===== src/hw/rtl/rhc_pkg.sv =====
// rhc_pkg: shared constants, item types and fixed-point helpers for the RGB/HSL converter.
// Depends on nothing; every other file of the block refers to it by scoped names.
`timescale 1ns / 1ps
`default_nettype none

package rhc_pkg;

  localparam int unsigned COMP_BITS   = 12;
  localparam int unsigned QUO_BITS    = COMP_BITS;
  localparam int unsigned DEN_W       = COMP_BITS + 3;
  localparam int unsigned NUM_W       = 2 * COMP_BITS + 3;
  localparam int unsigned PROD_W      = 2 * COMP_BITS;
  localparam int unsigned NSUM_W      = COMP_BITS + 4;
  localparam int unsigned POS_W       = COMP_BITS + 5;
  localparam int unsigned QUEUE_DEPTH = 2;
  localparam int unsigned QPTR_W      = (QUEUE_DEPTH > 1) ? $clog2(QUEUE_DEPTH) : 1;
  localparam int unsigned QCNT_W      = $clog2(QUEUE_DEPTH + 1);

  typedef logic [COMP_BITS-1:0] comp_t;

  localparam comp_t CMAX = '1;

  localparam logic ACT_TO_HSL = 1'b0;
  localparam logic ACT_TO_RGB = 1'b1;

  typedef enum logic [1:0] {
    MAX_R,
    MAX_G,
    MAX_B
  } max_sel_e;

  typedef struct packed {
    logic  action;
    comp_t in_first;
    comp_t in_second;
    comp_t in_third;
  } in_item_t;

  typedef struct packed {
    comp_t out_first;
    comp_t out_second;
    comp_t out_third;
  } out_item_t;

  // Classified item: rgb extremes or hsl knee term, plus the flat flag
  // (grey input for rgb, zero saturation for hsl).
  typedef struct packed {
    logic               action;
    logic               flat;
    max_sel_e           max_sel;
    comp_t              a;
    comp_t              b;
    comp_t              c;
    comp_t              d;
    logic [COMP_BITS:0] sum;
    comp_t              k;
  } cls_t;

  // Divide by CMAX = 2^COMP_BITS - 1 with a shift-add estimate and one correction.
  function automatic comp_t div_by_max(input logic [PROD_W-1:0] x);
    logic [PROD_W:0]    y;
    logic [COMP_BITS:0] q;
    logic [PROD_W:0]    qm;
    logic [PROD_W:0]    r;
    y  = {1'b0, x} + (PROD_W + 1)'(x >> COMP_BITS);
    q  = y[PROD_W:COMP_BITS];
    qm = {q, {COMP_BITS{1'b0}}} - (PROD_W + 1)'(q);
    r  = {1'b0, x} - qm;
    if (r >= (PROD_W + 1)'(CMAX)) begin
      q = q + 1'b1;
    end
    return q[COMP_BITS-1:0];
  endfunction

endpackage

`default_nettype wire


===== src/hw/rtl/rhc_front.sv =====
// rhc_front: registered classification stage (extremes, hue sector, hsl knee term).
// Depends on rhc_pkg.
`timescale 1ns / 1ps
`default_nettype none

module rhc_front (
  input  wire logic             clk_i,
  input  wire logic             rst_ni,
  input  wire logic             in_valid_i,
  output logic                  in_ready_o,
  input  wire rhc_pkg::in_item_t in_data_i,
  output logic                  cls_valid_o,
  input  wire logic             cls_ready_i,
  output rhc_pkg::cls_t         cls_o
);

  logic          valid_q;
  rhc_pkg::cls_t cls_q, cls_d;

  always_comb begin
    rhc_pkg::comp_t mx, mn;
    rhc_pkg::max_sel_e sel;
    mx  = in_data_i.in_first;
    mn  = in_data_i.in_first;
    sel = rhc_pkg::MAX_R;
    // strict compares keep the first maximum in r, g, b order
    if (in_data_i.in_second > mx) begin
      mx  = in_data_i.in_second;
      sel = rhc_pkg::MAX_G;
    end
    if (in_data_i.in_third > mx) begin
      mx  = in_data_i.in_third;
      sel = rhc_pkg::MAX_B;
    end
    if (in_data_i.in_second < mn) mn = in_data_i.in_second;
    if (in_data_i.in_third < mn) mn = in_data_i.in_third;

    cls_d.action  = in_data_i.action;
    cls_d.max_sel = sel;
    cls_d.a       = in_data_i.in_first;
    cls_d.b       = in_data_i.in_second;
    cls_d.c       = in_data_i.in_third;
    cls_d.d       = mx - mn;
    cls_d.sum     = {1'b0, mx} + {1'b0, mn};
    if ({in_data_i.in_third, 1'b0} < (rhc_pkg::COMP_BITS + 1)'(rhc_pkg::CMAX)) begin
      cls_d.k = in_data_i.in_third;
    end else begin
      cls_d.k = rhc_pkg::CMAX - in_data_i.in_third;
    end
    if (in_data_i.action == rhc_pkg::ACT_TO_RGB) begin
      cls_d.flat = (in_data_i.in_second == '0);
    end else begin
      cls_d.flat = (mx == mn);
    end
  end

  assign in_ready_o  = !valid_q || cls_ready_i;
  assign cls_valid_o = valid_q;
  assign cls_o       = cls_q;

  always_ff @(posedge clk_i or negedge rst_ni) begin
    if (!rst_ni) begin
      valid_q <= 1'b0;
    end else if (in_ready_o) begin
      valid_q <= in_valid_i;
    end
  end

  always_ff @(posedge clk_i) begin
    if (in_ready_o && in_valid_i) begin
      cls_q <= cls_d;
    end
  end

endmodule

`default_nettype wire


===== config.mk =====
export PLATFORM = sky130hd
export DESIGN_NAME = rhc_front
export DESIGN_NICKNAME = d
export VERILOG_FILES = /design/src/hw/rtl/rhc_pkg.sv /design/src/hw/rtl/rhc_front.sv
export SDC_FILE = /design/constraint.sdc
export NUM_CORES = 1
export LEC_CHECK = 0
export ABC_AREA = 1
export ABC_CLOCK_PERIOD_IN_PS = 5400
export BUFFER_PORTS_ARGS = -buffer_cell sky130_fd_sc_hd__buf_4
export CAP_MARGIN = 20
export CELL_PAD_IN_SITES_DETAIL_PLACEMENT = 1
export CELL_PAD_IN_SITES_GLOBAL_PLACEMENT = 2
export CORE_MARGIN = 3
export CORE_UTILIZATION = 33
export CTS_CLUSTER_DIAMETER = 150
export DETAILED_ROUTE_END_ITERATION = 6
export PLACE_DENSITY_LB_ADDON = 0.1
export SYNTH_ARGS = -nofsm -noshare
export SYNTH_HDL_FRONTEND = slang
export SYNTH_SLANG_ARGS = --single-unit

===== constraint.sdc =====
create_clock -name clk_i -period 5.4 [get_ports clk_i]
set_clock_uncertainty 0.1 [all_clocks]
set_input_delay 0.54 -clock clk_i [delete_from_list [all_inputs] [get_ports clk_i]]
set_output_delay 0.54 -clock clk_i [all_outputs]
set_load 0.05 [all_outputs]

==> results.yml <==
critical_path:
  setup.worst_path.class: "input port to flop"
  r2r_start: "cls_valid_o"
  cp_slowest_cell: "ha_1"
  crit_fanout: 25
  cpPeakStageDelay_ps: 390
  crit_path_end_kind: "flop"
  startpoint: "in_data_i[35]"
  cp.required_ps: 5390
  arrival_ps: 5040
  critPathLaunchType: "input port"
  timing.critical_path.mode_cell: "nand2_1"
  ff2ff_setup_slack_ps: 3600
placement:
  dp_hpwl_um: 11400
  placed_area_um2: 6530
  port_buffers: 118
  place_congestion: 0.808
  placed_cells: 886
timing:
  fin_crit_sh_pct: 93.4
  slew_violations: 0
  finalHoldViolations: 0
  fin_setup_tns_ps: 0
  setup_violations: 0
  max_freq_mhz: 198
  max_slew_margin_pct: 38.0
  tightest_slew_ps: 930
  fin_crit_ps: 5040
global_routing:
  antenna_found_initial: 0
  grt_pass1_wl_um: 22700
  first_global_vias: 4541
  grt_start_max_net_pins: 76
  grt_overflow_total: 0
  grtUsageTotal_pct: 17.2
synth:
  yosys-top-cells-area: "edfxtp_1, ha_1, nand2_1, inv_1, xor2_1"
  synth_commonest_cells: "nand2_1, edfxtp_1, inv_1"
  ys_async_sr_fraction_pct: 1.32
  post_synth_num_cell_types: 36
  synth.avg_cell_area_um2: 9.27
  syn-cell-area_um2: 5060
  synth_nets: 647
  yosysWarnings: 0
  yosysTopAreaCell: "edfxtp_1"
  yosysSeqAreaShare_pct: 45.0
  synthFlopType: "edfxtp_1"
  yosysMostFrequentCell: "nand2_1"
  synth-seq-cells: 76
  synth_top_area_share_pct: 44.5
  synth_edf_count: 75
  synthCells: 546
cells_and_area:
  instances_no_fill: 905
  antenna_cells: 0
  drive_gt1_share_pct: 28.8
  layout.nets: 817
  finalInstanceArea_um2: 6890
  area_growth_pct: 36.2
clock_network:
  clockRootBuffer: "clkbuf_16"
  insertion_delay_ps: 340
  numClockSinks: 76
  cts-htree-levels: 3
  clk_pin_slew_ps: 60
  clock_path_buffers: 2
  cts_inserted_buffers: 9
  cts_tree: "built"
die:
  die_h_um: 130
  rows: 44
  die_w_um: 130
  dieArea_um2: 16900
  start_util_pct: 34.3
  pin_count: 120
  fp.coreArea_um2: 14800
detailed_routing:
  antenna_left: 0
  routed_wl_um: 13900
  dr.pass1.iters: 4
  first_iter_violations: 188
  vias: 4294
  avgRoutedWirePerCell_um: 15.3
  avgViaCountPerCell: 4.74
  drc_errors: 0
power:
  power_density_nw_per_um2: 442
  irDropWorstVdd_mv: 0.162
  p_leak_uw: 0.00335
  total_power_uw: 3050
flow_run:
  maxCapViolCount: 0
min_path:
  min_from: "in_data_i[12]"
  min_path_type: "input port to flop"
run_status:
  status: "finished clean"
==> metal layers <==
| layer | global-route usage (%) | routed length (µm) |
|---|---|---|
| met5 | 0 | 0 |
| met4 | 7.27 | 367 |
| met3 | 3.07 | 556 |
| met2 | 28.8 | 6750 |
| met1 | 22.0 | 6190 |
==> cells by family after synthesis <==
| family | synth area share [%] |
|---|---|
| fa+ha+maj | 15.1 |
| flops | 45.0 |
| other cells | 0.0741 |
| buf+inv | 7.88 |
| compound gates | 10.1 |
| xor+xnor | 5.36 |
| simple gates | 16.5 |
==> worst paths after layout <==
check	endpoint	depth (start not counted)
setup / recovery	cls_o[23]	32
setup reg to reg	cls_o[72]	2
hold reg to reg	cls_valid_o	2
max in group asynchronous	cls_valid_o	2
hold / removal	cls_o[49]	1
min in group asynchronous	cls_valid_o	2
==> flip-flops by register name, summed over array words and instances (netlist names) <==
name / cells
cls_o: 75
cls_valid_o: 1
==> timing repair <==
item,CTS,global route
endpoints found under the hold margin,1,0
setup buffers,0,2
hold buffers,1,0
setup endpoints to repair,0,4
gates resized for setup,0,14
==> through the flow <==
stage                     setup WS [ps]  hold WS, ps  utilization (%)
final                               357          290             46.7
after CTS                           225          278             46.6
after global placement             1.58          216             44.3
after global routing              -10.7          281             46.7
after floorplan                     460          144                -
after detailed placement           -136          217             44.3
==> cell type report <==
cell class	instances	area, µm²
fillers	1697	7860
multi-input cells	374	2400
flip-flops and latches	76	2280
repair buffers	180	1370
inverters	75	282
clock buffers	12	236
well taps	184	230
clock inverters	4	97.6
==> worst max-delay path: cells and delay by family <==
family                   cells  cell delay [ps]
AO/OA/AOI/OAI                9             1280
XOR/XNOR                     1              140
adder cells (fa/ha/maj)      3              980
buffers and inverters        8              860
AND/OR/NAND/NOR             11             1240
==> cells in the final DEF, fill, tap and decap left out, types with 4 or more instances in the layout <==
cell type,netlist,layout
buf_4,4,178
nor3_1,5,5
a21oi_1,36,34
o21ai_0,35,24
ha_1,58,57
edfxtp_1,75,75
nand4_1,7,7
inv_1,74,73
nand3_1,30,30
clkbuf_16,0,9
xor2_1,31,31
nand2_2,4,4
o21bai_1,5,5
nand2_1,116,116
nor2_1,14,14
nor4_1,6,6
o21ai_1,8,19
==> where the power goes <==
group          internal, µW  total, µW  switching (µW)  leakage, µW
clock network           452        685             233     0.000157
logic                   596       1530             936      0.00246
registers               805        829            24.6     0.000726
total                  1850       3050            1190      0.00335
No activity file was read; power rests on OpenSTA's default activity.
