<file path="src/hw/rtl/rhc_pkg.sv">
// rhc_pkg: shared constants, item types and fixed-point helpers for the RGB/HSL converter.
// Depends on nothing; every other file of the block refers to it by scoped names.
`timescale 1ns / 1ps
`default_nettype none

package rhc_pkg;

  localparam int unsigned COMP_BITS   = 12;
  localparam int unsigned QUO_BITS    = COMP_BITS;
  localparam int unsigned DEN_W       = COMP_BITS + 3;
  localparam int unsigned NUM_W       = 2 * COMP_BITS + 3;
  localparam int unsigned PROD_W      = 2 * COMP_BITS;
  localparam int unsigned NSUM_W      = COMP_BITS + 4;
  localparam int unsigned POS_W       = COMP_BITS + 5;
  localparam int unsigned QUEUE_DEPTH = 2;
  localparam int unsigned QPTR_W      = (QUEUE_DEPTH > 1) ? $clog2(QUEUE_DEPTH) : 1;
  localparam int unsigned QCNT_W      = $clog2(QUEUE_DEPTH + 1);

  typedef logic [COMP_BITS-1:0] comp_t;

  localparam comp_t CMAX = '1;

  localparam logic ACT_TO_HSL = 1'b0;
  localparam logic ACT_TO_RGB = 1'b1;

  typedef enum logic [1:0] {
    MAX_R,
    MAX_G,
    MAX_B
  } max_sel_e;

  typedef struct packed {
    logic  action;
    comp_t in_first;
    comp_t in_second;
    comp_t in_third;
  } in_item_t;

  typedef struct packed {
    comp_t out_first;
    comp_t out_second;
    comp_t out_third;
  } out_item_t;

  // Classified item: rgb extremes or hsl knee term, plus the flat flag
  // (grey input for rgb, zero saturation for hsl).
  typedef struct packed {
    logic               action;
    logic               flat;
    max_sel_e           max_sel;
    comp_t              a;
    comp_t              b;
    comp_t              c;
    comp_t              d;
    logic [COMP_BITS:0] sum;
    comp_t              k;
  } cls_t;

  // Divide by CMAX = 2^COMP_BITS - 1 with a shift-add estimate and one correction.
  function automatic comp_t div_by_max(input logic [PROD_W-1:0] x);
    logic [PROD_W:0]    y;
    logic [COMP_BITS:0] q;
    logic [PROD_W:0]    qm;
    logic [PROD_W:0]    r;
    y  = {1'b0, x} + (PROD_W + 1)'(x >> COMP_BITS);
    q  = y[PROD_W:COMP_BITS];
    qm = {q, {COMP_BITS{1'b0}}} - (PROD_W + 1)'(q);
    r  = {1'b0, x} - qm;
    if (r >= (PROD_W + 1)'(CMAX)) begin
      q = q + 1'b1;
    end
    return q[COMP_BITS-1:0];
  endfunction

endpackage

`default_nettype wire

</file>
<file path="src/hw/rtl/rhc_fifo.sv">
// rhc_fifo: short flop queue between the classify stage and the arithmetic pipeline.
// Depends on rhc_pkg.
`timescale 1ns / 1ps
`default_nettype none

module rhc_fifo (
  input  wire logic          clk_i,
  input  wire logic          rst_ni,
  input  wire logic          push_valid_i,
  output logic               push_ready_o,
  input  wire rhc_pkg::cls_t push_data_i,
  output logic               pop_valid_o,
  input  wire logic          pop_ready_i,
  output rhc_pkg::cls_t      pop_data_o
);

  rhc_pkg::cls_t                mem_q [rhc_pkg::QUEUE_DEPTH];
  logic [rhc_pkg::QPTR_W-1:0]   wr_ptr_q, rd_ptr_q;
  logic [rhc_pkg::QCNT_W-1:0]   cnt_q;
  logic                         push, pop;

  assign push_ready_o = (cnt_q != rhc_pkg::QCNT_W'(rhc_pkg::QUEUE_DEPTH));
  assign pop_valid_o  = (cnt_q != '0);
  assign push         = push_valid_i && push_ready_o;
  assign pop          = pop_valid_o && pop_ready_i;
  assign pop_data_o   = mem_q[rd_ptr_q];

  function automatic logic [rhc_pkg::QPTR_W-1:0] bump(input logic [rhc_pkg::QPTR_W-1:0] p);
    if (p == rhc_pkg::QPTR_W'(rhc_pkg::QUEUE_DEPTH - 1)) begin
      return '0;
    end
    return p + 1'b1;
  endfunction

  always_ff @(posedge clk_i or negedge rst_ni) begin
    if (!rst_ni) begin
      wr_ptr_q <= '0;
      rd_ptr_q <= '0;
      cnt_q    <= '0;
    end else begin
      if (push) wr_ptr_q <= bump(wr_ptr_q);
      if (pop) rd_ptr_q <= bump(rd_ptr_q);
      if (push && !pop) begin
        cnt_q <= cnt_q + 1'b1;
      end else if (pop && !push) begin
        cnt_q <= cnt_q - 1'b1;
      end
    end
  end

  always_ff @(posedge clk_i) begin
    if (push) begin
      mem_q[wr_ptr_q] <= push_data_i;
    end
  end

  a_cnt_up: assert property (@(posedge clk_i) disable iff (!rst_ni)
    push && !pop |=> cnt_q == $past(cnt_q) + 1'b1)
    else $error("queue count did not advance on push");

  a_cnt_down: assert property (@(posedge clk_i) disable iff (!rst_ni)
    pop && !push |=> cnt_q == $past(cnt_q) - 1'b1)
    else $error("queue count did not drop on pop");

endmodule

`default_nettype wire

</file>
<file path="config.mk">
export PLATFORM = sky130hd
export DESIGN_NAME = rhc_fifo
export DESIGN_NICKNAME = d
export VERILOG_FILES = /design/src/hw/rtl/rhc_pkg.sv /design/src/hw/rtl/rhc_fifo.sv
export SDC_FILE = /design/constraint.sdc
export NUM_CORES = 1
export LEC_CHECK = 0
export ABC_AREA = 1
export BUFFER_PORTS_ARGS = -buffer_cell sky130_fd_sc_hd__buf_2
export CORE_MARGIN = 5
export CORE_UTILIZATION = 40
export DETAILED_ROUTE_END_ITERATION = 8
export GPL_ROUTABILITY_DRIVEN = 0
export HOLD_SLACK_MARGIN = 0.06
export SLEW_MARGIN = 20
export SYNTH_ARGS = -nofsm -noshare
export SYNTH_HDL_FRONTEND = slang
export SYNTH_SLANG_ARGS = --single-unit
</file>
<file path="constraint.sdc">
create_clock -name clk_i -period 9.1 [get_ports clk_i]
set_input_delay 1.82 -clock clk_i [delete_from_list [all_inputs] [get_ports clk_i]]
set_output_delay 1.82 -clock clk_i [all_outputs]
set_load 0.01 [all_outputs]
</file>
==> flow_metrics.py, run 1 <==
metrics = {
    "clocking": {
        "cts-root-buf": "clkbuf_16",
        "post_cts_buffers": 0,
        "htreeDepth": 4,
        "cts_tree": "done",
        "path_clk_slew_ns": 0.06,
        "clkLatencyLatePin_ns": 0.42,
        "cts_sinks": 158,
        "cts_buffer_depth": 2,
        "post_cts_resized": 0,
        "holdBufCountCts": 0,
        "cts_buffers": 17,
    },
    "setup_path": {
        "reg2reg_slack_ns": 6.79,
        "crit_type": "reg2out",
        "path_max_fanout": 45,
        "end_kind": "output port",
        "worstPathArrival_ns": 2.17,
        "crit_path_start_kind": "flip-flop",
        "crit_required_ns": 7.28,
    },
    "yosys": {
        "ys_seq_elements": 158,
        "syn_avg_cell_area_sq_um": 13.5,
        "ys_seq_area_share_pct": 81.2,
        "synthCells": 431,
        "ys.warnings.count": 0,
        "syn_nets": 513,
        "yosysUniqueCellTypes": 14,
        "mappedNetlistArea_sq_um": 5820,
    },
    "global_routing": {
        "grt_use_total_pct": 14.6,
        "use_met1_pct": 17.9,
        "use_met2_pct": 22.6,
        "grt_pass1_vias": 3708,
        "overflow": 0,
        "grt_max_degree": 79,
        "use_met3_pct": 6.67,
        "grt-busiest-layer": "met2",
        "grt_pass1_wl_um": 18600,
        "antenna_found_initial": 1,
    },
    "power": {
        "power_density_nw_per_um2": 339,
        "p_leak_nw": 3.22,
        "max-vdd-ir-drop_uv": 199,
    },
    "finish": {
        "final_util_pct": 51.7,
        "drive_gt1_share_pct": 32.4,
        "fill_cells": 1263,
        "fin_nets": 680,
        "final_cells": 796,
        "syn_to_final_growth_pct": 28.0,
    },
    "outcome": {
        "status": "complete, no violations",
    },
    "die": {
        "die_h_um": 131,
        "fp.coreArea_sq_um": 14400,
        "die_area_sq_um": 17100,
        "die_width_um": 131,
        "fp-row-count": 44,
        "pin_count": 160,
        "start_util_pct": 40.4,
    },
    "sta": {
        "finalCritPeriodShare_pct": 43.8,
        "setup_violations": 0,
        "setup_tns_ns": 0,
        "hold_viol": 0,
        "maxSlewHeadroom_pct": 43.2,
        "rsz0062_at_grt": "false",
        "layout_min_cycle_time_ns": 3.99,
        "skew_ns": 0.00551,
        "fmax_mhz": 251,
        "worstMarginPinSlew_ns": 0.852,
        "finalMaxSlewViolations": 0,
    },
    "hold_path": {
        "hold_class": "reg2reg",
    },
    "routing": {
        "ant_nets": 0,
        "drt-initial-drc-count": 188,
        "post_drt_wl_per_cell_um": 15.3,
        "drc_errors": 0,
        "viasPerCell": 4.61,
        "drt_wl_total_um": 12200,
        "drt_pass1_iterations": 4,
        "vias": 3672,
    },
    "place": {
        "numPortBuffers": 159,
        "dpl.cell_count": 762,
        "place_hpwl_um": 7820,
    },
    "flow_run": {
        "maxCapViolations": 0,
    },
}
-- placed cells by master (no fill, tap or decap), types with 2 or more instances in the layout --
| master | netlist | final |
|---|---|---|
| clkinv_1 | 0 | 3 |
| clkbuf_16 | 0 | 17 |
| bufinv_16 | 0 | 4 |
| nor2_4 | 0 | 2 |
| edfxtp_1 | 154 | 154 |
| clkinvlp_4 | 0 | 2 |
| clkinv_4 | 0 | 4 |
| nand3_1 | 2 | 2 |
| buf_2 | 11 | 159 |
| inv_1 | 6 | 6 |
| dfrtp_1 | 4 | 3 |
| buf_4 | 3 | 4 |
| nand2_1 | 241 | 241 |
-- cells by family (layout without fill, tap and decap cells) --
kind of cell               after synthesis  count (layout)  synth area share [%]
xor gates and xnor gates                 2               2                 0.301
adders and majority gates                1               1                 0.215
buffers and inverters                   24             204                  2.36
DFF                                    158             158                  81.2
other                                    0               1                     0
and+or+nand+nor                        246             246                  16.0
-- through the flow --
stage	hold slack [ns]	power [W]	setup WS (ns)	area (sq um)
finish	0.528	0.00252	5.11	7450
CTS	0.530	0.00256	5.02	7420
detailed placement	0.515	0.00182	5.04	6800
global placement	0.477	0.00180	5.05	6780
floorplan	0.462	0.00152	3.44	5820
global route	0.552	0.00269	4.85	7450
-- path summary, 6_finish.rpt --
path / start / depth (start not counted) / to
max: rd_ptr_q / 5 / pop_data_o[61]
min: cnt_q[0] / 1 / cnt_q[0]
max reg2reg: cnt_q[0] / 6 / mem_q[1][8]
min reg2reg: cnt_q[0] / 1 / cnt_q[0]
max in group asynchronous: rst_ni / 1 / rd_ptr_q
min in group asynchronous: rst_ni / 1 / rd_ptr_q
-- cells in the mapped netlist --
library cell | instances | share of area (%)
buf_2 | 11 | 0.95
buf_4 | 3 | 0.39
buf_6 | 3 | 0.58
dfrtp_1 | 4 | 1.7
edfxtp_1 | 154 | 79
ha_1 | 1 | 0.21
inv_1 | 6 | 0.39
inv_2 | 1 | 0.064
nand2_1 | 241 | 16
nand3_1 | 2 | 0.17
nand4_1 | 1 | 0.11
nor2_1 | 2 | 0.13
xnor2_1 | 1 | 0.15
xor2_1 | 1 | 0.15
-- metal layers --
metal	up-vias	part of all wire, %
li1	1781	-
met1	1719	42
met2	151	46
met3	19	11
met4	2	1.4
met5	-	0.082
-- area by class of cell --
| cell class | count | area (sq um) | share of cell area (%) |
|---|---|---|---|
| clock inverter | 15 | 195 | 2.62 |
| sequential | 158 | 4730 | 63.4 |
| multi-input combinational | 249 | 973 | 13.1 |
| clock buffer | 17 | 425 | 5.71 |
| inverter | 7 | 26.3 | 0.353 |
| antenna | 1 | 2.50 | 0.0336 |
| timing repair buffer | 165 | 873 | 11.7 |
| tap | 184 | 230 | 3.09 |
-- state kept, by name, indices dropped and copies added (netlist names) --
register / count
wr_ptr_q: 1
cnt_q: 2
mem_q: 154
rd_ptr_q: 1
-- critical path, cell delays in order, from the launching register on --
cell and delay [ns]:
dfrtp_2 0.40, inv_2 0.44, buf_4 0.54, nand2_1 0.09
nand2_1 0.11, buf_2 0.14
-- power by group --
group          internal [W]  switching, W
registers          0.000995     0.0000386
logic              0.000249      0.000512
clock network      0.000457      0.000274
total               0.00170      0.000824
(Power assumes the default switching activity.)
==> run 2, diff against run 1 <==
==> constraint.sdc (replaced) <==
create_clock -name clk_i -period 4.1 [get_ports clk_i]
set_input_delay 0.82 -clock clk_i [delete_from_list [all_inputs] [get_ports clk_i]]
set_output_delay 0.82 -clock clk_i [all_outputs]
set_load 0.01 [all_outputs]
==> run 2 against run 1 <==
  * Count of clock-buffer cells in the layout up 2
  * Largest cell class unchanged
  * Sequential share of layout area increased by 0.72 points
  * Die area stayed put
  * Critical path type unchanged
  * Register-to-register slack got worse by 4.5 ns
  * Sequential cell count is the same
==> flow_metrics.py, run 2 (same netlist as run 1, synthesis figures left out) <==
metrics = {
    "die": {
        "die_h_um": 131,
        "fp-row-count": 44,
        "die_area_sq_um": 17100,
        "die_width_um": 131,
        "fp.coreArea_sq_um": 14400,
        "pin_count": 160,
        "start_util_pct": 40.4,
    },
    "finish": {
        "top_regs": "mem_q (154), cnt_q (2)",
        "drive_gt1_share_pct": 32.4,
        "top_register": "mem_q",
        "largest_reg_flops": 154,
        "fill_cells": 1283,
        "final_common_cell": "nand2_1",
        "layout_common_cells": "nand2_1 (241), buf_2 (159), edfxtp_1 (154), clkbuf_16 (17)",
        "seq_area_sq_um": 4730,
        "syn_to_final_growth_pct": 26.6,
        "multiInputGateArea_sq_um": 973,
        "final_cells": 796,
        "fin_nets": 680,
        "final_util_pct": 51.1,
    },
    "clocking": {
        "post_cts_resized": 0,
        "path_clk_slew_ns": 0.06,
        "post_cts_buffers": 0,
        "htreeDepth": 4,
        "cts_tree": "done",
        "cts_buffers": 17,
        "holdBufCountCts": 0,
        "cts_sinks": 158,
        "cts_buffer_depth": 2,
        "cts-root-buf": "clkbuf_16",
        "clkLatencyLatePin_ns": 0.41,
    },
    "routing": {
        "drt-initial-drc-count": 154,
        "vias": 3585,
        "m1WireLength_um": 4960,
        "viasPerCell": 4.50,
        "post_drt_wl_per_cell_um": 15.0,
        "ant_nets": 0,
        "drt_wl_total_um": 11900,
        "met2_length_um": 5720,
        "wl_met3_um": 1130,
        "top_layer_used": "met4",
        "drc_errors": 0,
        "drt_pass1_iterations": 4,
    },
    "setup_path": {
        "slowest_delay_ns": 0.52,
        "crit_path_start_kind": "flip-flop",
        "crit_type": "reg2out",
        "slowest_stage": "inv_2",
        "path_max_fanout": 41,
        "end_kind": "output port",
        "crit_required_ns": 3.28,
        "cp_cell_sequence": "inv_2 -> buf_12 -> nand2_1 -> nand2_1 -> buf_2",
        "worstPathArrival_ns": 1.95,
        "crit_top_cell": "nand2_1",
    },
    "sta": {
        "maxSlewHeadroom_pct": 43.4,
        "skew_ns": 0.00707,
        "fmax_mhz": 362,
        "rsz0062_at_grt": "false",
        "whs_ns": 0.199,
        "finalCritPeriodShare_pct": 67.4,
        "layout_min_cycle_time_ns": 2.77,
        "worstMarginPinSlew_ns": 0.849,
        "setup_violations": 0,
        "finalMaxSlewViolations": 0,
        "hold_viol": 0,
    },
    "outcome": {
        "status": "complete, no violations",
    },
    "place": {
        "dpl.cell_count": 763,
        "place_hpwl_um": 7670,
        "numPortBuffers": 159,
    },
    "hold_path": {
        "hold_class": "in2async",
    },
    "global_routing": {
        "antenna_found_initial": 0,
        "grt_pass1_wl_um": 18400,
        "grt_pass1_vias": 3671,
        "grt_max_degree": 79,
        "overflow": 0,
        "grt_use_total_pct": 14.4,
    },
    "power": {
        "max-vdd-ir-drop_uv": 305,
        "power_density_nw_per_um2": 737,
        "p_leak_nw": 3.18,
        "total_power_w": 0.00543,
    },
    "flow_run": {
        "maxCapViolations": 0,
    },
}
[run 2: per-layer routing]
metal,up-vias,global-route usage [%]
met5,-,0
met4,0,4.36
met3,12,6.59
met2,127,23.4
met1,1660,17.3
li1,1786,-
[run 2: cell type report]
cell class / instances / share of cell area [%]
diodes: 1 / 0.0340
repair buffers: 165 / 11.6
inverters: 7 / 0.357
flip-flops and latches: 158 / 64.1
clock buffers: 19 / 5.88
multi-input cells: 249 / 13.2
well taps: 184 / 3.12
clock inverters: 13 / 1.68
[run 2: metrics by stage]
step	TNS [ns]	cell area, sq um	setup slack (ns)
2_1_floorplan	-85.58	5820	-0.556
5_1_grt	0	7370	1.15
4_1_cts	0	7370	1.26
3_3_place_gp	0	6810	1.74
6_report	0	7370	1.33
3_5_place_dp	0	6810	1.72
[run 2: power by group]
part	internal, W	switching [W]
logic	0.000543	0.00112
registers	0.00221	0.0000856
clock network	0.000885	0.000584
total	0.00364	0.00179
[run 2: worst max-delay path: cells and delay by family, from the launching register on]
kind                   cells  cell delay [ns]
and+or+nand+nor            2             0.17
DFF                        1             0.40
buffers and inverters      3             0.96
[run 2: worst paths after layout]
kind                                 end  startpoint  slack [ns]  cells after the start
max in group asynchronous       rd_ptr_q      rst_ni        3.77                      1
min reg2reg                     cnt_q[1]    cnt_q[1]        0.51                      2
min                             wr_ptr_q      rst_ni        0.20                      1
min in group clk_i              cnt_q[1]    cnt_q[1]        0.51                      2
max                        pop_data_o[2]    rd_ptr_q        1.33                      5
max reg2reg                 mem_q[1][40]    cnt_q[0]        2.33                      5
